$ cat config.mk
export PLATFORM = sky130hd
export DESIGN_NAME = mp4_sample_table_builder_flat
export DESIGN_NICKNAME = d
export VERILOG_FILES = /design/src/hdl/mstb_pkg.sv /design/src/hdl/mstb_frame_if.sv /design/src/hdl/mstb_run_tracker.sv /design/src/hdl/mp4_sample_table_builder.sv /design/src/flat_wrapper.sv
export SDC_FILE = /design/constraint.sdc
export NUM_CORES = 2
export LEC_CHECK = 0
export BUFFER_PORTS_ARGS = -buffer_cell sky130_fd_sc_hd__buf_2
export CORE_AREA = 2 2 334 336
export CTS_CLUSTER_SIZE = 8
export DETAILED_ROUTE_END_ITERATION = 8
export DIE_AREA = 0 0 336 338
export PLACE_DENSITY_LB_ADDON = 0.15
export SLEW_MARGIN = 30
export SYNTH_ARGS = -nofsm -noshare
export SYNTH_HDL_FRONTEND = slang
export SYNTH_SLANG_ARGS = --single-unit
$ cat constraint.sdc
create_clock -name clk_i -period 30.5 [get_ports clk_i]
set_input_delay 3.05 -clock clk_i [delete_from_list [all_inputs] [get_ports clk_i]]
set_output_delay 3.05 -clock clk_i [all_outputs]
set_load 0.03 [all_outputs]
$ cat src/hdl/mstb_pkg.sv
// shared types and constants for the mp4 sample-table builder
// no dependencies; every other file in hdl/ uses this package
`default_nettype none

package mstb_pkg;

  localparam int unsigned CountWidth = 32;
  localparam int unsigned FieldWidth = 32;
  localparam int unsigned SumWidth   = 64;
  localparam int unsigned NumSlots   = 7;

  typedef enum logic [2:0] {
    KIND_STTS    = 3'd0,
    KIND_CTTS    = 3'd1,
    KIND_STSS    = 3'd2,
    KIND_STSZ    = 3'd3,
    KIND_SUMMARY = 3'd4
  } mstb_kind_e;

  // slot order inside one frame's entry bundle, drained lowest first
  localparam logic [2:0] SLOT_CLOSE_STTS = 3'd0;
  localparam logic [2:0] SLOT_CLOSE_CTTS = 3'd1;
  localparam logic [2:0] SLOT_STSS       = 3'd2;
  localparam logic [2:0] SLOT_STSZ       = 3'd3;
  localparam logic [2:0] SLOT_FLUSH_STTS = 3'd4;
  localparam logic [2:0] SLOT_FLUSH_CTTS = 3'd5;
  localparam logic [2:0] SLOT_SUMMARY    = 3'd6;

  typedef struct packed {
    logic [FieldWidth-1:0] frame_size;
    logic [FieldWidth-1:0] frame_duration;
    logic [FieldWidth-1:0] comp_delay;
    logic                  sync_flag;
    logic                  track_end;
  } mstb_frame_t;

  // everything one frame produces, ready to be drained beat by beat
  typedef struct packed {
    logic [NumSlots-1:0]   pend;
    logic [CountWidth-1:0] close_dur_len;
    logic [FieldWidth-1:0] close_dur_val;
    logic [CountWidth-1:0] close_dly_len;
    logic [FieldWidth-1:0] close_dly_val;
    logic [CountWidth-1:0] sample;
    logic [FieldWidth-1:0] size;
    logic [CountWidth-1:0] flush_dur_len;
    logic [FieldWidth-1:0] flush_dur_val;
    logic [CountWidth-1:0] flush_dly_len;
    logic [FieldWidth-1:0] flush_dly_val;
    logic [FieldWidth-1:0] uniform_size;
    logic [SumWidth-1:0]   byte_sum;
    logic [SumWidth-1:0]   tick_sum;
    logic [CountWidth-1:0] dur_runs;
    logic [CountWidth-1:0] dly_runs;
    logic [CountWidth-1:0] key_total;
    logic                  uniform;
    logic                  nonzero_delay;
  } mstb_bundle_t;

endpackage

`default_nettype wire

$ cat src/hdl/mstb_frame_if.sv
// frame record channel and table entry channel, valid/ready handshake
// depends on mstb_pkg for field widths
`default_nettype none

interface mstb_frame_if;
  logic                               valid;
  logic                               ready;
  logic [mstb_pkg::FieldWidth-1:0]    frame_size;
  logic [mstb_pkg::FieldWidth-1:0]    frame_duration;
  logic [mstb_pkg::FieldWidth-1:0]    comp_delay;
  logic                               sync_flag;
  logic                               track_end;

  modport source (
    output valid, frame_size, frame_duration, comp_delay, sync_flag, track_end,
    input  ready
  );
  modport sink (
    input  valid, frame_size, frame_duration, comp_delay, sync_flag, track_end,
    output ready
  );
endinterface

interface mstb_entry_if;
  logic                               valid;
  logic                               ready;
  logic [2:0]                         table_kind;
  logic [31:0]                        entry_tally;
  logic [31:0]                        entry_value;
  logic [63:0]                        total_bytes;
  logic [63:0]                        total_ticks;
  logic [31:0]                        duration_runs;
  logic [31:0]                        delay_runs;
  logic [31:0]                        key_total;
  logic                               sizes_uniform;
  logic                               delay_table_needed;
  logic                               last_of_run;

  modport source (
    output valid, table_kind, entry_tally, entry_value, total_bytes, total_ticks,
           duration_runs, delay_runs, key_total, sizes_uniform, delay_table_needed,
           last_of_run,
    input  ready
  );
  modport sink (
    input  valid, table_kind, entry_tally, entry_value, total_bytes, total_ticks,
           duration_runs, delay_runs, key_total, sizes_uniform, delay_table_needed,
           last_of_run,
    output ready
  );
endinterface

`default_nettype wire

$ cat src/hdl/mstb_run_tracker.sv
// per-track run state: stts/ctts run lengths, sample numbering, totals
// builds the entry bundle for one frame; depends on mstb_pkg
`default_nettype none

module mstb_run_tracker (
  input  wire                     clk_i,
  input  wire                     rst_ni,
  input  wire                     accept_i,
  input  wire mstb_pkg::mstb_frame_t frame_i,
  output mstb_pkg::mstb_bundle_t  bundle_o
);

  localparam int unsigned CW = mstb_pkg::CountWidth;
  localparam int unsigned FW = mstb_pkg::FieldWidth;
  localparam int unsigned SW = mstb_pkg::SumWidth;

  logic          first_q, first_d;
  logic [FW-1:0] dur_val_q, dur_val_d;
  logic [CW-1:0] dur_len_q, dur_len_d;
  logic [FW-1:0] dly_val_q, dly_val_d;
  logic [CW-1:0] dly_len_q, dly_len_d;
  logic [CW-1:0] sample_q, sample_d;
  logic [FW-1:0] first_size_q, first_size_d;
  logic          uniform_q, uniform_d;
  logic [SW-1:0] byte_sum_q, byte_sum_d;
  logic [SW-1:0] tick_sum_q, tick_sum_d;
  logic [CW-1:0] dur_runs_q, dur_runs_d;
  logic [CW-1:0] dly_runs_q, dly_runs_d;
  logic [CW-1:0] key_cnt_q, key_cnt_d;
  logic          nz_q, nz_d;

  logic close_dur, close_dly;

  always_comb begin
    close_dur    = 1'b0;
    close_dly    = 1'b0;
    dur_val_d    = frame_i.frame_duration;
    dur_len_d    = CW'(1);
    dly_val_d    = frame_i.comp_delay;
    dly_len_d    = CW'(1);
    first_size_d = frame_i.frame_size;
    uniform_d    = 1'b1;
    dur_runs_d   = dur_runs_q;
    dly_runs_d   = dly_runs_q;
    if (!first_q) begin
      first_size_d = first_size_q;
      uniform_d    = uniform_q && (frame_i.frame_size == first_size_q);
      if (frame_i.frame_duration == dur_val_q) begin
        dur_val_d = dur_val_q;
        dur_len_d = dur_len_q + CW'(1);
      end else begin
        close_dur  = 1'b1;
        dur_runs_d = dur_runs_q + CW'(1);
      end
      if (frame_i.comp_delay == dly_val_q) begin
        dly_val_d = dly_val_q;
        dly_len_d = dly_len_q + CW'(1);
      end else begin
        close_dly  = 1'b1;
        dly_runs_d = dly_runs_q + CW'(1);
      end
    end
    first_d    = 1'b0;
    sample_d   = sample_q + CW'(1);
    byte_sum_d = byte_sum_q + SW'(frame_i.frame_size);
    tick_sum_d = tick_sum_q + SW'(frame_i.frame_duration);
    nz_d       = nz_q || (frame_i.comp_delay != '0);
    key_cnt_d  = frame_i.sync_flag ? key_cnt_q + CW'(1) : key_cnt_q;
  end

  // bundle for the current frame; close entries carry the old run
  always_comb begin
    bundle_o = '0;
    bundle_o.pend[mstb_pkg::SLOT_CLOSE_STTS] = close_dur;
    bundle_o.pend[mstb_pkg::SLOT_CLOSE_CTTS] = close_dly;
    bundle_o.pend[mstb_pkg::SLOT_STSS]       = frame_i.sync_flag;
    bundle_o.pend[mstb_pkg::SLOT_STSZ]       = 1'b1;
    bundle_o.pend[mstb_pkg::SLOT_FLUSH_STTS] = frame_i.track_end;
    bundle_o.pend[mstb_pkg::SLOT_FLUSH_CTTS] = frame_i.track_end;
    bundle_o.pend[mstb_pkg::SLOT_SUMMARY]    = frame_i.track_end;
    bundle_o.close_dur_len = dur_len_q;
    bundle_o.close_dur_val = dur_val_q;
    bundle_o.close_dly_len = dly_len_q;
    bundle_o.close_dly_val = dly_val_q;
    bundle_o.sample        = sample_d;
    bundle_o.size          = frame_i.frame_size;
    bundle_o.flush_dur_len = dur_len_d;
    bundle_o.flush_dur_val = dur_val_d;
    bundle_o.flush_dly_len = dly_len_d;
    bundle_o.flush_dly_val = dly_val_d;
    bundle_o.uniform_size  = uniform_d ? first_size_d : '0;
    bundle_o.byte_sum      = byte_sum_d;
    bundle_o.tick_sum      = tick_sum_d;
    bundle_o.dur_runs      = dur_runs_d + CW'(1);
    bundle_o.dly_runs      = dly_runs_d + CW'(1);
    bundle_o.key_total     = key_cnt_d;
    bundle_o.uniform       = uniform_d;
    bundle_o.nonzero_delay = nz_d;
  end

  always_ff @(posedge clk_i or negedge rst_ni) begin
    if (!rst_ni) begin
      first_q      <= 1'b1;
      dur_val_q    <= '0;
      dur_len_q    <= '0;
      dly_val_q    <= '0;
      dly_len_q    <= '0;
      sample_q     <= '0;
      first_size_q <= '0;
      uniform_q    <= 1'b1;
      byte_sum_q   <= '0;
      tick_sum_q   <= '0;
      dur_runs_q   <= '0;
      dly_runs_q   <= '0;
      key_cnt_q    <= '0;
      nz_q         <= 1'b0;
    end else if (accept_i && frame_i.track_end) begin
      // track done: back to the reset picture
      first_q      <= 1'b1;
      dur_val_q    <= '0;
      dur_len_q    <= '0;
      dly_val_q    <= '0;
      dly_len_q    <= '0;
      sample_q     <= '0;
      first_size_q <= '0;
      uniform_q    <= 1'b1;
      byte_sum_q   <= '0;
      tick_sum_q   <= '0;
      dur_runs_q   <= '0;
      dly_runs_q   <= '0;
      key_cnt_q    <= '0;
      nz_q         <= 1'b0;
    end else if (accept_i) begin
      first_q      <= first_d;
      dur_val_q    <= dur_val_d;
      dur_len_q    <= dur_len_d;
      dly_val_q    <= dly_val_d;
      dly_len_q    <= dly_len_d;
      sample_q     <= sample_d;
      first_size_q <= first_size_d;
      uniform_q    <= uniform_d;
      byte_sum_q   <= byte_sum_d;
      tick_sum_q   <= tick_sum_d;
      dur_runs_q   <= dur_runs_d;
      dly_runs_q   <= dly_runs_d;
      key_cnt_q    <= key_cnt_d;
      nz_q         <= nz_d;
    end
  end

endmodule

`default_nettype wire

$ cat src/hdl/mp4_sample_table_builder.sv
// top level of the mp4 sample-table builder: frame in, table entries out
// depends on mstb_pkg, mstb_frame_if/mstb_entry_if and mstb_run_tracker
`default_nettype none

// One frame record per input beat, one table entry per output beat. Every
// frame yields its stsz entry, an stss entry when it is a key frame, and a
// closed stts and/or ctts run entry when its duration or delay differs from
// the open run. The frame flagged track_end also flushes both open runs and
// is followed by a summary beat with the totals; the run state then starts
// over for the next track. Entries of one frame come out in the order
// closed stts, closed ctts, stss, stsz, flushed stts, flushed ctts, summary,
// and last_of_run marks the final one. Throughput: one entry per clock while
// entry_o.ready is high, and a frame yields 1 to 7 entries (typically 1
// or 2 for steady streams, up to 4 with run changes and a key frame). The
// limit is the single entry register feeding the output; the next frame is
// taken in the same cycle the previous frame's last entry moves into that
// register, so there is no bubble between frames.

module mp4_sample_table_builder (
  input  wire           clk_i,
  input  wire           rst_ni,
  mstb_frame_if.sink    frame_i,
  mstb_entry_if.source  entry_o
);

  localparam int unsigned NS = mstb_pkg::NumSlots;

  mstb_pkg::mstb_frame_t  frame;
  mstb_pkg::mstb_bundle_t bundle_d, bundle_q;
  logic [NS-1:0]          pend_q, pend_d, pend_rest, pick;
  logic [2:0]             pick_idx;
  logic                   frame_beat, out_load;

  // output holding register, one entry
  logic                   out_valid_q;
  mstb_pkg::mstb_kind_e   kind_q, kind_d;
  logic [31:0]            count_q, count_d;
  logic [31:0]            value_q, value_d;
  logic [63:0]            bytes_q, bytes_d;
  logic [63:0]            ticks_q, ticks_d;
  logic [31:0]            druns_q, druns_d;
  logic [31:0]            cruns_q, cruns_d;
  logic [31:0]            keys_q, keys_d;
  logic                   uni_q, uni_d;
  logic                   nz_q, nz_d;
  logic                   last_q, last_d;

  assign frame.frame_size     = frame_i.frame_size;
  assign frame.frame_duration = frame_i.frame_duration;
  assign frame.comp_delay     = frame_i.comp_delay;
  assign frame.sync_flag      = frame_i.sync_flag;
  assign frame.track_end      = frame_i.track_end;

  mstb_run_tracker u_tracker (
    .clk_i    (clk_i),
    .rst_ni   (rst_ni),
    .accept_i (frame_beat),
    .frame_i  (frame),
    .bundle_o (bundle_d)
  );

  // lowest pending slot goes next
  always_comb begin
    pick_idx = mstb_pkg::SLOT_CLOSE_STTS;
    for (int i = NS - 1; i >= 0; i--) begin
      if (pend_q[i]) pick_idx = 3'(i);
    end
  end

  assign pick       = pend_q & ~(pend_q - NS'(1));
  assign out_load   = !out_valid_q || entry_o.ready;
  assign pend_rest  = out_load ? (pend_q & ~pick) : pend_q;
  // take a frame once the previous bundle has fully moved out
  assign frame_i.ready = (pend_rest == '0);
  assign frame_beat    = frame_i.valid && frame_i.ready;
  assign pend_d        = frame_beat ? bundle_d.pend : pend_rest;

  // format the picked slot as an output entry
  always_comb begin
    kind_d  = mstb_pkg::KIND_STSZ;
    count_d = 32'(bundle_q.sample);
    value_d = bundle_q.size;
    bytes_d = '0;
    ticks_d = '0;
    druns_d = '0;
    cruns_d = '0;
    keys_d  = '0;
    uni_d   = 1'b0;
    nz_d    = 1'b0;
    last_d  = ((pend_q & ~pick) == '0);
    case (pick_idx)
      mstb_pkg::SLOT_CLOSE_STTS: begin
        kind_d  = mstb_pkg::KIND_STTS;
        count_d = 32'(bundle_q.close_dur_len);
        value_d = bundle_q.close_dur_val;
      end
      mstb_pkg::SLOT_CLOSE_CTTS: begin
        kind_d  = mstb_pkg::KIND_CTTS;
        count_d = 32'(bundle_q.close_dly_len);
        value_d = bundle_q.close_dly_val;
      end
      mstb_pkg::SLOT_STSS: begin
        kind_d  = mstb_pkg::KIND_STSS;
        value_d = '0;
      end
      mstb_pkg::SLOT_STSZ: begin
        kind_d  = mstb_pkg::KIND_STSZ;
      end
      mstb_pkg::SLOT_FLUSH_STTS: begin
        kind_d  = mstb_pkg::KIND_STTS;
        count_d = 32'(bundle_q.flush_dur_len);
        value_d = bundle_q.flush_dur_val;
      end
      mstb_pkg::SLOT_FLUSH_CTTS: begin
        kind_d  = mstb_pkg::KIND_CTTS;
        count_d = 32'(bundle_q.flush_dly_len);
        value_d = bundle_q.flush_dly_val;
      end
      mstb_pkg::SLOT_SUMMARY: begin
        kind_d  = mstb_pkg::KIND_SUMMARY;
        value_d = bundle_q.uniform_size;
        bytes_d = bundle_q.byte_sum;
        ticks_d = bundle_q.tick_sum;
        druns_d = 32'(bundle_q.dur_runs);
        cruns_d = 32'(bundle_q.dly_runs);
        keys_d  = 32'(bundle_q.key_total);
        uni_d   = bundle_q.uniform;
        nz_d    = bundle_q.nonzero_delay;
      end
      default: begin
        kind_d  = mstb_pkg::KIND_STSZ;
      end
    endcase
  end

  // control state
  always_ff @(posedge clk_i or negedge rst_ni) begin
    if (!rst_ni) begin
      pend_q      <= '0;
      out_valid_q <= 1'b0;
    end else begin
      pend_q <= pend_d;
      if (out_load) begin
        out_valid_q <= (pend_q != '0);
      end
    end
  end

  // payload, no reset
  always_ff @(posedge clk_i) begin
    if (frame_beat) begin
      bundle_q <= bundle_d;
    end
    if (out_load && (pend_q != '0)) begin
      kind_q  <= kind_d;
      count_q <= count_d;
      value_q <= value_d;
      bytes_q <= bytes_d;
      ticks_q <= ticks_d;
      druns_q <= druns_d;
      cruns_q <= cruns_d;
      keys_q  <= keys_d;
      uni_q   <= uni_d;
      nz_q    <= nz_d;
      last_q  <= last_d;
    end
  end

  assign entry_o.valid              = out_valid_q;
  assign entry_o.table_kind         = kind_q;
  assign entry_o.entry_tally        = count_q;
  assign entry_o.entry_value        = value_q;
  assign entry_o.total_bytes        = bytes_q;
  assign entry_o.total_ticks        = ticks_q;
  assign entry_o.duration_runs      = druns_q;
  assign entry_o.delay_runs         = cruns_q;
  assign entry_o.key_total          = keys_q;
  assign entry_o.sizes_uniform      = uni_q;
  assign entry_o.delay_table_needed = nz_q;
  assign entry_o.last_of_run        = last_q;

  // every accepted frame leaves at least its stsz entry pending
  a_stsz_pending: assert property (@(posedge clk_i) disable iff (!rst_ni)
    frame_beat |=> pend_q[mstb_pkg::SLOT_STSZ])
    else $error("frame accepted without stsz entry pending");

  // flushed runs never outlive the summary that follows them
  a_flush_before_summary: assert property (@(posedge clk_i) disable iff (!rst_ni)
    (pend_q[mstb_pkg::SLOT_FLUSH_STTS] || pend_q[mstb_pkg::SLOT_FLUSH_CTTS])
      |-> pend_q[mstb_pkg::SLOT_SUMMARY])
    else $error("flush entry pending without summary");

  // the summary is always the closing beat of its frame
  a_summary_last: assert property (@(posedge clk_i) disable iff (!rst_ni)
    (out_valid_q && (kind_q == mstb_pkg::KIND_SUMMARY)) |-> last_q)
    else $error("summary entry not marked last_of_run");

  // a new frame only enters once nothing of the old one is left behind
  a_no_overlap: assert property (@(posedge clk_i) disable iff (!rst_ni)
    frame_beat |-> (out_load || (pend_q == '0)))
    else $error("frame accepted while entries still pending");

endmodule

`default_nettype wire
$ cat src/flat_wrapper.sv
// flat-port wrapper written by rule: the top's interface ports become plain ports
module mp4_sample_table_builder_flat 
  (clk_i, rst_ni, frame_i_valid, frame_i_frame_size, frame_i_frame_duration, frame_i_comp_delay, frame_i_sync_flag, frame_i_track_end, frame_i_ready, entry_o_valid, entry_o_table_kind, entry_o_entry_tally, entry_o_entry_value, entry_o_total_bytes, entry_o_total_ticks, entry_o_duration_runs, entry_o_delay_runs, entry_o_key_total, entry_o_sizes_uniform, entry_o_delay_table_needed, entry_o_last_of_run, entry_o_ready);
  mstb_frame_if frame_i_i ();
  mstb_entry_if entry_o_i ();
  input  wire clk_i;
  input  wire rst_ni;
  input wire logic [$bits(frame_i_i.valid)-1:0] frame_i_valid;
  input wire logic [$bits(frame_i_i.frame_size)-1:0] frame_i_frame_size;
  input wire logic [$bits(frame_i_i.frame_duration)-1:0] frame_i_frame_duration;
  input wire logic [$bits(frame_i_i.comp_delay)-1:0] frame_i_comp_delay;
  input wire logic [$bits(frame_i_i.sync_flag)-1:0] frame_i_sync_flag;
  input wire logic [$bits(frame_i_i.track_end)-1:0] frame_i_track_end;
  output wire logic [$bits(frame_i_i.ready)-1:0] frame_i_ready;
  output wire logic [$bits(entry_o_i.valid)-1:0] entry_o_valid;
  output wire logic [$bits(entry_o_i.table_kind)-1:0] entry_o_table_kind;
  output wire logic [$bits(entry_o_i.entry_tally)-1:0] entry_o_entry_tally;
  output wire logic [$bits(entry_o_i.entry_value)-1:0] entry_o_entry_value;
  output wire logic [$bits(entry_o_i.total_bytes)-1:0] entry_o_total_bytes;
  output wire logic [$bits(entry_o_i.total_ticks)-1:0] entry_o_total_ticks;
  output wire logic [$bits(entry_o_i.duration_runs)-1:0] entry_o_duration_runs;
  output wire logic [$bits(entry_o_i.delay_runs)-1:0] entry_o_delay_runs;
  output wire logic [$bits(entry_o_i.key_total)-1:0] entry_o_key_total;
  output wire logic [$bits(entry_o_i.sizes_uniform)-1:0] entry_o_sizes_uniform;
  output wire logic [$bits(entry_o_i.delay_table_needed)-1:0] entry_o_delay_table_needed;
  output wire logic [$bits(entry_o_i.last_of_run)-1:0] entry_o_last_of_run;
  input wire logic [$bits(entry_o_i.ready)-1:0] entry_o_ready;
  assign frame_i_i.valid = frame_i_valid;
  assign frame_i_i.frame_size = frame_i_frame_size;
  assign frame_i_i.frame_duration = frame_i_frame_duration;
  assign frame_i_i.comp_delay = frame_i_comp_delay;
  assign frame_i_i.sync_flag = frame_i_sync_flag;
  assign frame_i_i.track_end = frame_i_track_end;
  assign frame_i_ready = frame_i_i.ready;
  assign entry_o_valid = entry_o_i.valid;
  assign entry_o_table_kind = entry_o_i.table_kind;
  assign entry_o_entry_tally = entry_o_i.entry_tally;
  assign entry_o_entry_value = entry_o_i.entry_value;
  assign entry_o_total_bytes = entry_o_i.total_bytes;
  assign entry_o_total_ticks = entry_o_i.total_ticks;
  assign entry_o_duration_runs = entry_o_i.duration_runs;
  assign entry_o_delay_runs = entry_o_i.delay_runs;
  assign entry_o_key_total = entry_o_i.key_total;
  assign entry_o_sizes_uniform = entry_o_i.sizes_uniform;
  assign entry_o_delay_table_needed = entry_o_i.delay_table_needed;
  assign entry_o_last_of_run = entry_o_i.last_of_run;
  assign entry_o_i.ready = entry_o_ready;
  mp4_sample_table_builder u_core (.clk_i(clk_i), .rst_ni(rst_ni), .frame_i(frame_i_i), .entry_o(entry_o_i));
endmodule
==> out/results.ini <==
[yosys]
netlist-cell-type-count=106
mean_cell_area_of_the_mapped_netlist_um2=11.5
synth_top_cells_by_count=edfxtp_1, nand2_1, dfrtp_1
synth_cells=5228
post_synth_instance_area_mm2=0.0600
synthMostInstantiatedCell=edfxtp_1
synth_edf_count=872
dominantRegCellSynth=edfxtp_1
syn_nets=5404
synth_area_leader_cell=edfxtp_1
yosysSeqAreaShare_pct=61.4
synthTopCellsByArea=edfxtp_1, dfrtp_1, nand2_1, xnor2_1, and2_1
synth_seq_cells=1299
synth-warning-count=0
synth_top_area_share_pct=43.6
async_set_or_reset_flop_fraction_in_the_synthesized_netlist_pct=32.9

[final_layout]
drive_gt1_share_pct=12.9
nFillCells=8873
multi_input_area_mm2=0.0215
seqCellArea_mm2=0.0369
antenna_cells=0
fin_area_mm2=0.0684
area_delta_synth_final_pct=14.0
final_net_count=5662

[worst_setup_path]
path_common_cell=buf_2
critical_path.top_delay_family=simple AND/OR/NAND/NOR gates
cp-end-kind=output port
worst_reg_to_reg_cells=9
worstPathArrival_ns=4.67
path_buf_inv=2
crit_required_ns=27.45
worst_case_register_to_register_setup_slack_ns=25.02
critical_path.startpoint_type=input pin
worstReg2RegEnd=u_core.bundle_q[176]$_DFFE_PP_
path_class=input pin to output port
cp_slowest_stage_delay_ns=0.56
r2r_start=u_core.pend_q[0]$_DFF_PN0_
cells_along_the_critical_path=buf_2 > nor2b_1 > nand2b_1 > maj3_1 > nor2_1 > a2bb2oi_2 > buf_2
cp_max_fo=10
worst_path_max_delay_cell=nor2b_1

[clocking]
cts-htree-levels=4
clk_root_buffer_cell=clkbuf_16
clock_tree.buffer_depth=3
number_of_setup_buffers_added_after_cts=0
ctsResizeCount=0
cts-buffers-inserted=180
clk_pin_slew_ns=0.05
insertion_delay_ns=0.78
post_cts_hold_buffer_count=0
clock_sink_count=1299
cts_tree=yes

[drt]
drt-wirelength-per-cell_um=21.7
vias=41900
firstDrtPassIters=7
drt_wl_total_um=155000
drtAntennaViolNets=0
route.detailed.vias_per_inst=5.87
detail_route.iter0.violations=4329
drcViolationCount=0

[pwr]
switching_part_of_the_total_pct=37.2
intPower_w=0.00438
total_leakage_power_nw=26.8
ir_worst_vdd_mv=0.0725
power.share.clock_pct=26.9
comb_power_share_pct=31.6
power.switching_w=0.00259
seq_power_share_pct=41.5
power-per-cell-area_mw_per_mm2=102

[timing]
timing.clock.skew_ns=0.0214
timing.final.crit_share_pct=25.3
rsz_0062_raised_after_global_routing=false
setup_total_negative_slack_ns=0
worst_pin_slew_ns=0.989
maxSlewHeadroom_pct=33.5
hold-worst-slack_ns=0.474
fin_crit_ns=7.72
report.final.hold_viol_count=0
slew_viol_final=0
max_freq_ghz=0.129
finalSetupViolations=0

[grt]
gr_ovfl_total=0
first_global_vias=40200
antenna_found_initial=7
first_pass_grt_wire_length_um=236000
grt_start_max_net_pins=234
track_usage_pct=27.0

[floorplanning]
io-pin-count=398
dieArea_mm2=0.114
die_y_um=338
die_w_um=336
initial_utilization_pct=54.5
design.core.area_mm2=0.110
num_rows=122

[worst_hold_path]
worstHoldStart=u_core.u_tracker.dly_len_q[4]$_DFFE_PN0P_
hold_path_end=u_core.bundle_q[486]$_DFFE_PP_
hold_path_depth=0
hold_path_class=flop to flop

[placed_design]
io_buffer_count=397
place.gp.congestion=0.890
dpl.hpwl_um=99700
placed_area_mm2=0.0630

[outcome]
outcome=completed

[job]
cap_viol_max_count=0

-- layout by cell type (no fill, tap or decap), drive strengths merged, types with 48 or more instances in the layout --
cell type / instances
o41ai: 48
o31ai: 50
nand4: 73
xnor2: 268
clkbuf: 321
and2: 281
nand3: 115
a31oi: 56
dfrtp: 425
nor3: 80
a21oi: 230
ha: 72
a21o: 56
a22o: 63
inv: 70
xor2: 172
and3: 65
nor2: 348
nor2b: 48
nand2: 674
o21ai: 331
edfxtp: 872
buf: 450
-- state kept, by name, summed over array words and instances (netlist names), 64 cells and up --
| signal | flops |
|---|---|
| u_core.bundle_q | 578 |
| u_core.entry_o.total_bytes | 64 |
| u_core.entry_o.total_ticks | 64 |
| u_core.u_tracker.byte_sum_q | 64 |
| u_core.u_tracker.tick_sum_q | 64 |
-- routing by layer --
metal / vias up / routed length, um / GRT usage, %
met2: 1535 / 73500 / 43.2
met5: - / 34 / 0
li1: 19500 / - / -
met3: 277 / 10600 / 4.87
met4: 6 / 4670 / 9.61
met1: 20500 / 65800 / 37.3
-- cell type report --
| class | instances | share of cell area [%] |
|---|---|---|
| clock buffer | 321 | 7.43 |
| sequential | 1299 | 53.9 |
| inverter | 66 | 0.380 |
| timing repair buffer | 450 | 3.77 |
| clock inverter | 12 | 0.340 |
| tap | 1488 | 2.72 |
| multi-input combinational | 3489 | 31.5 |
-- worst max path at each step --
stage,startpoint,to,slack [ns],cells after the start
floorplan,entry_o_ready,u_core.u_tracker.byte_sum_q[1]$_DFFE_PN0P_,8.64,11
CTS,entry_o_ready,frame_i_ready,22.80,7
global placement,entry_o_ready,u_core.bundle_q[437]$_DFFE_PP_,22.83,10
global route,entry_o_ready,frame_i_ready,22.66,7
detailed placement,entry_o_ready,u_core.u_tracker.sample_q[14]$_DFFE_PN0P_,22.65,12
finish,entry_o_ready,frame_i_ready,22.78,7
-- kinds of logic after synthesis --
logic type | synth area share, %
compound gates | 12.0
xor+xnor | 6.46
fa+ha+maj | 1.63
buf+inv | 2.85
flops | 61.4
mux | 0.284
simple gates | 15.3
-- per-stage QoR --
stage / instances / power (W) / util [%] / setup WS, ns
4_1_cts: 7123 / 0.00700 / 62.1 / 22.80
3_3_place_gp: 6787 / 0.00506 / 57.2 / 22.83
2_1_floorplan: 5228 / 0.00460 / - / 8.64
6_report: 7125 / 0.00696 / 62.2 / 22.78
3_5_place_dp: 6790 / 0.00510 / 57.3 / 22.65
5_1_grt: 7125 / 0.00731 / 62.2 / 22.66
-- worst register-to-register path: stages (launching register included) --
cell and delay (ns):
dfrtp_1 0.48, nor4_2 0.66, nand2b_1 0.27, maj3_1 0.40, nor2_1 0.14, a2bb2oi_2 0.25
nand2_4 0.46, inv_8 0.75, buf_4 0.81, buf_12 0.69
-- power groups by stage --
stage	clock (W)	sequential (W)	combinational (W)
finish	0.00187	0.00289	0.00220
global route	0.00198	0.00294	0.00239
CTS	0.00190	0.00289	0.00220
detailed placement	0	0.00291	0.00219
global placement	0	0.00291	0.00216
floorplan	0	0.00341	0.00119
Note: power is estimated with default switching activity, not from simulation.
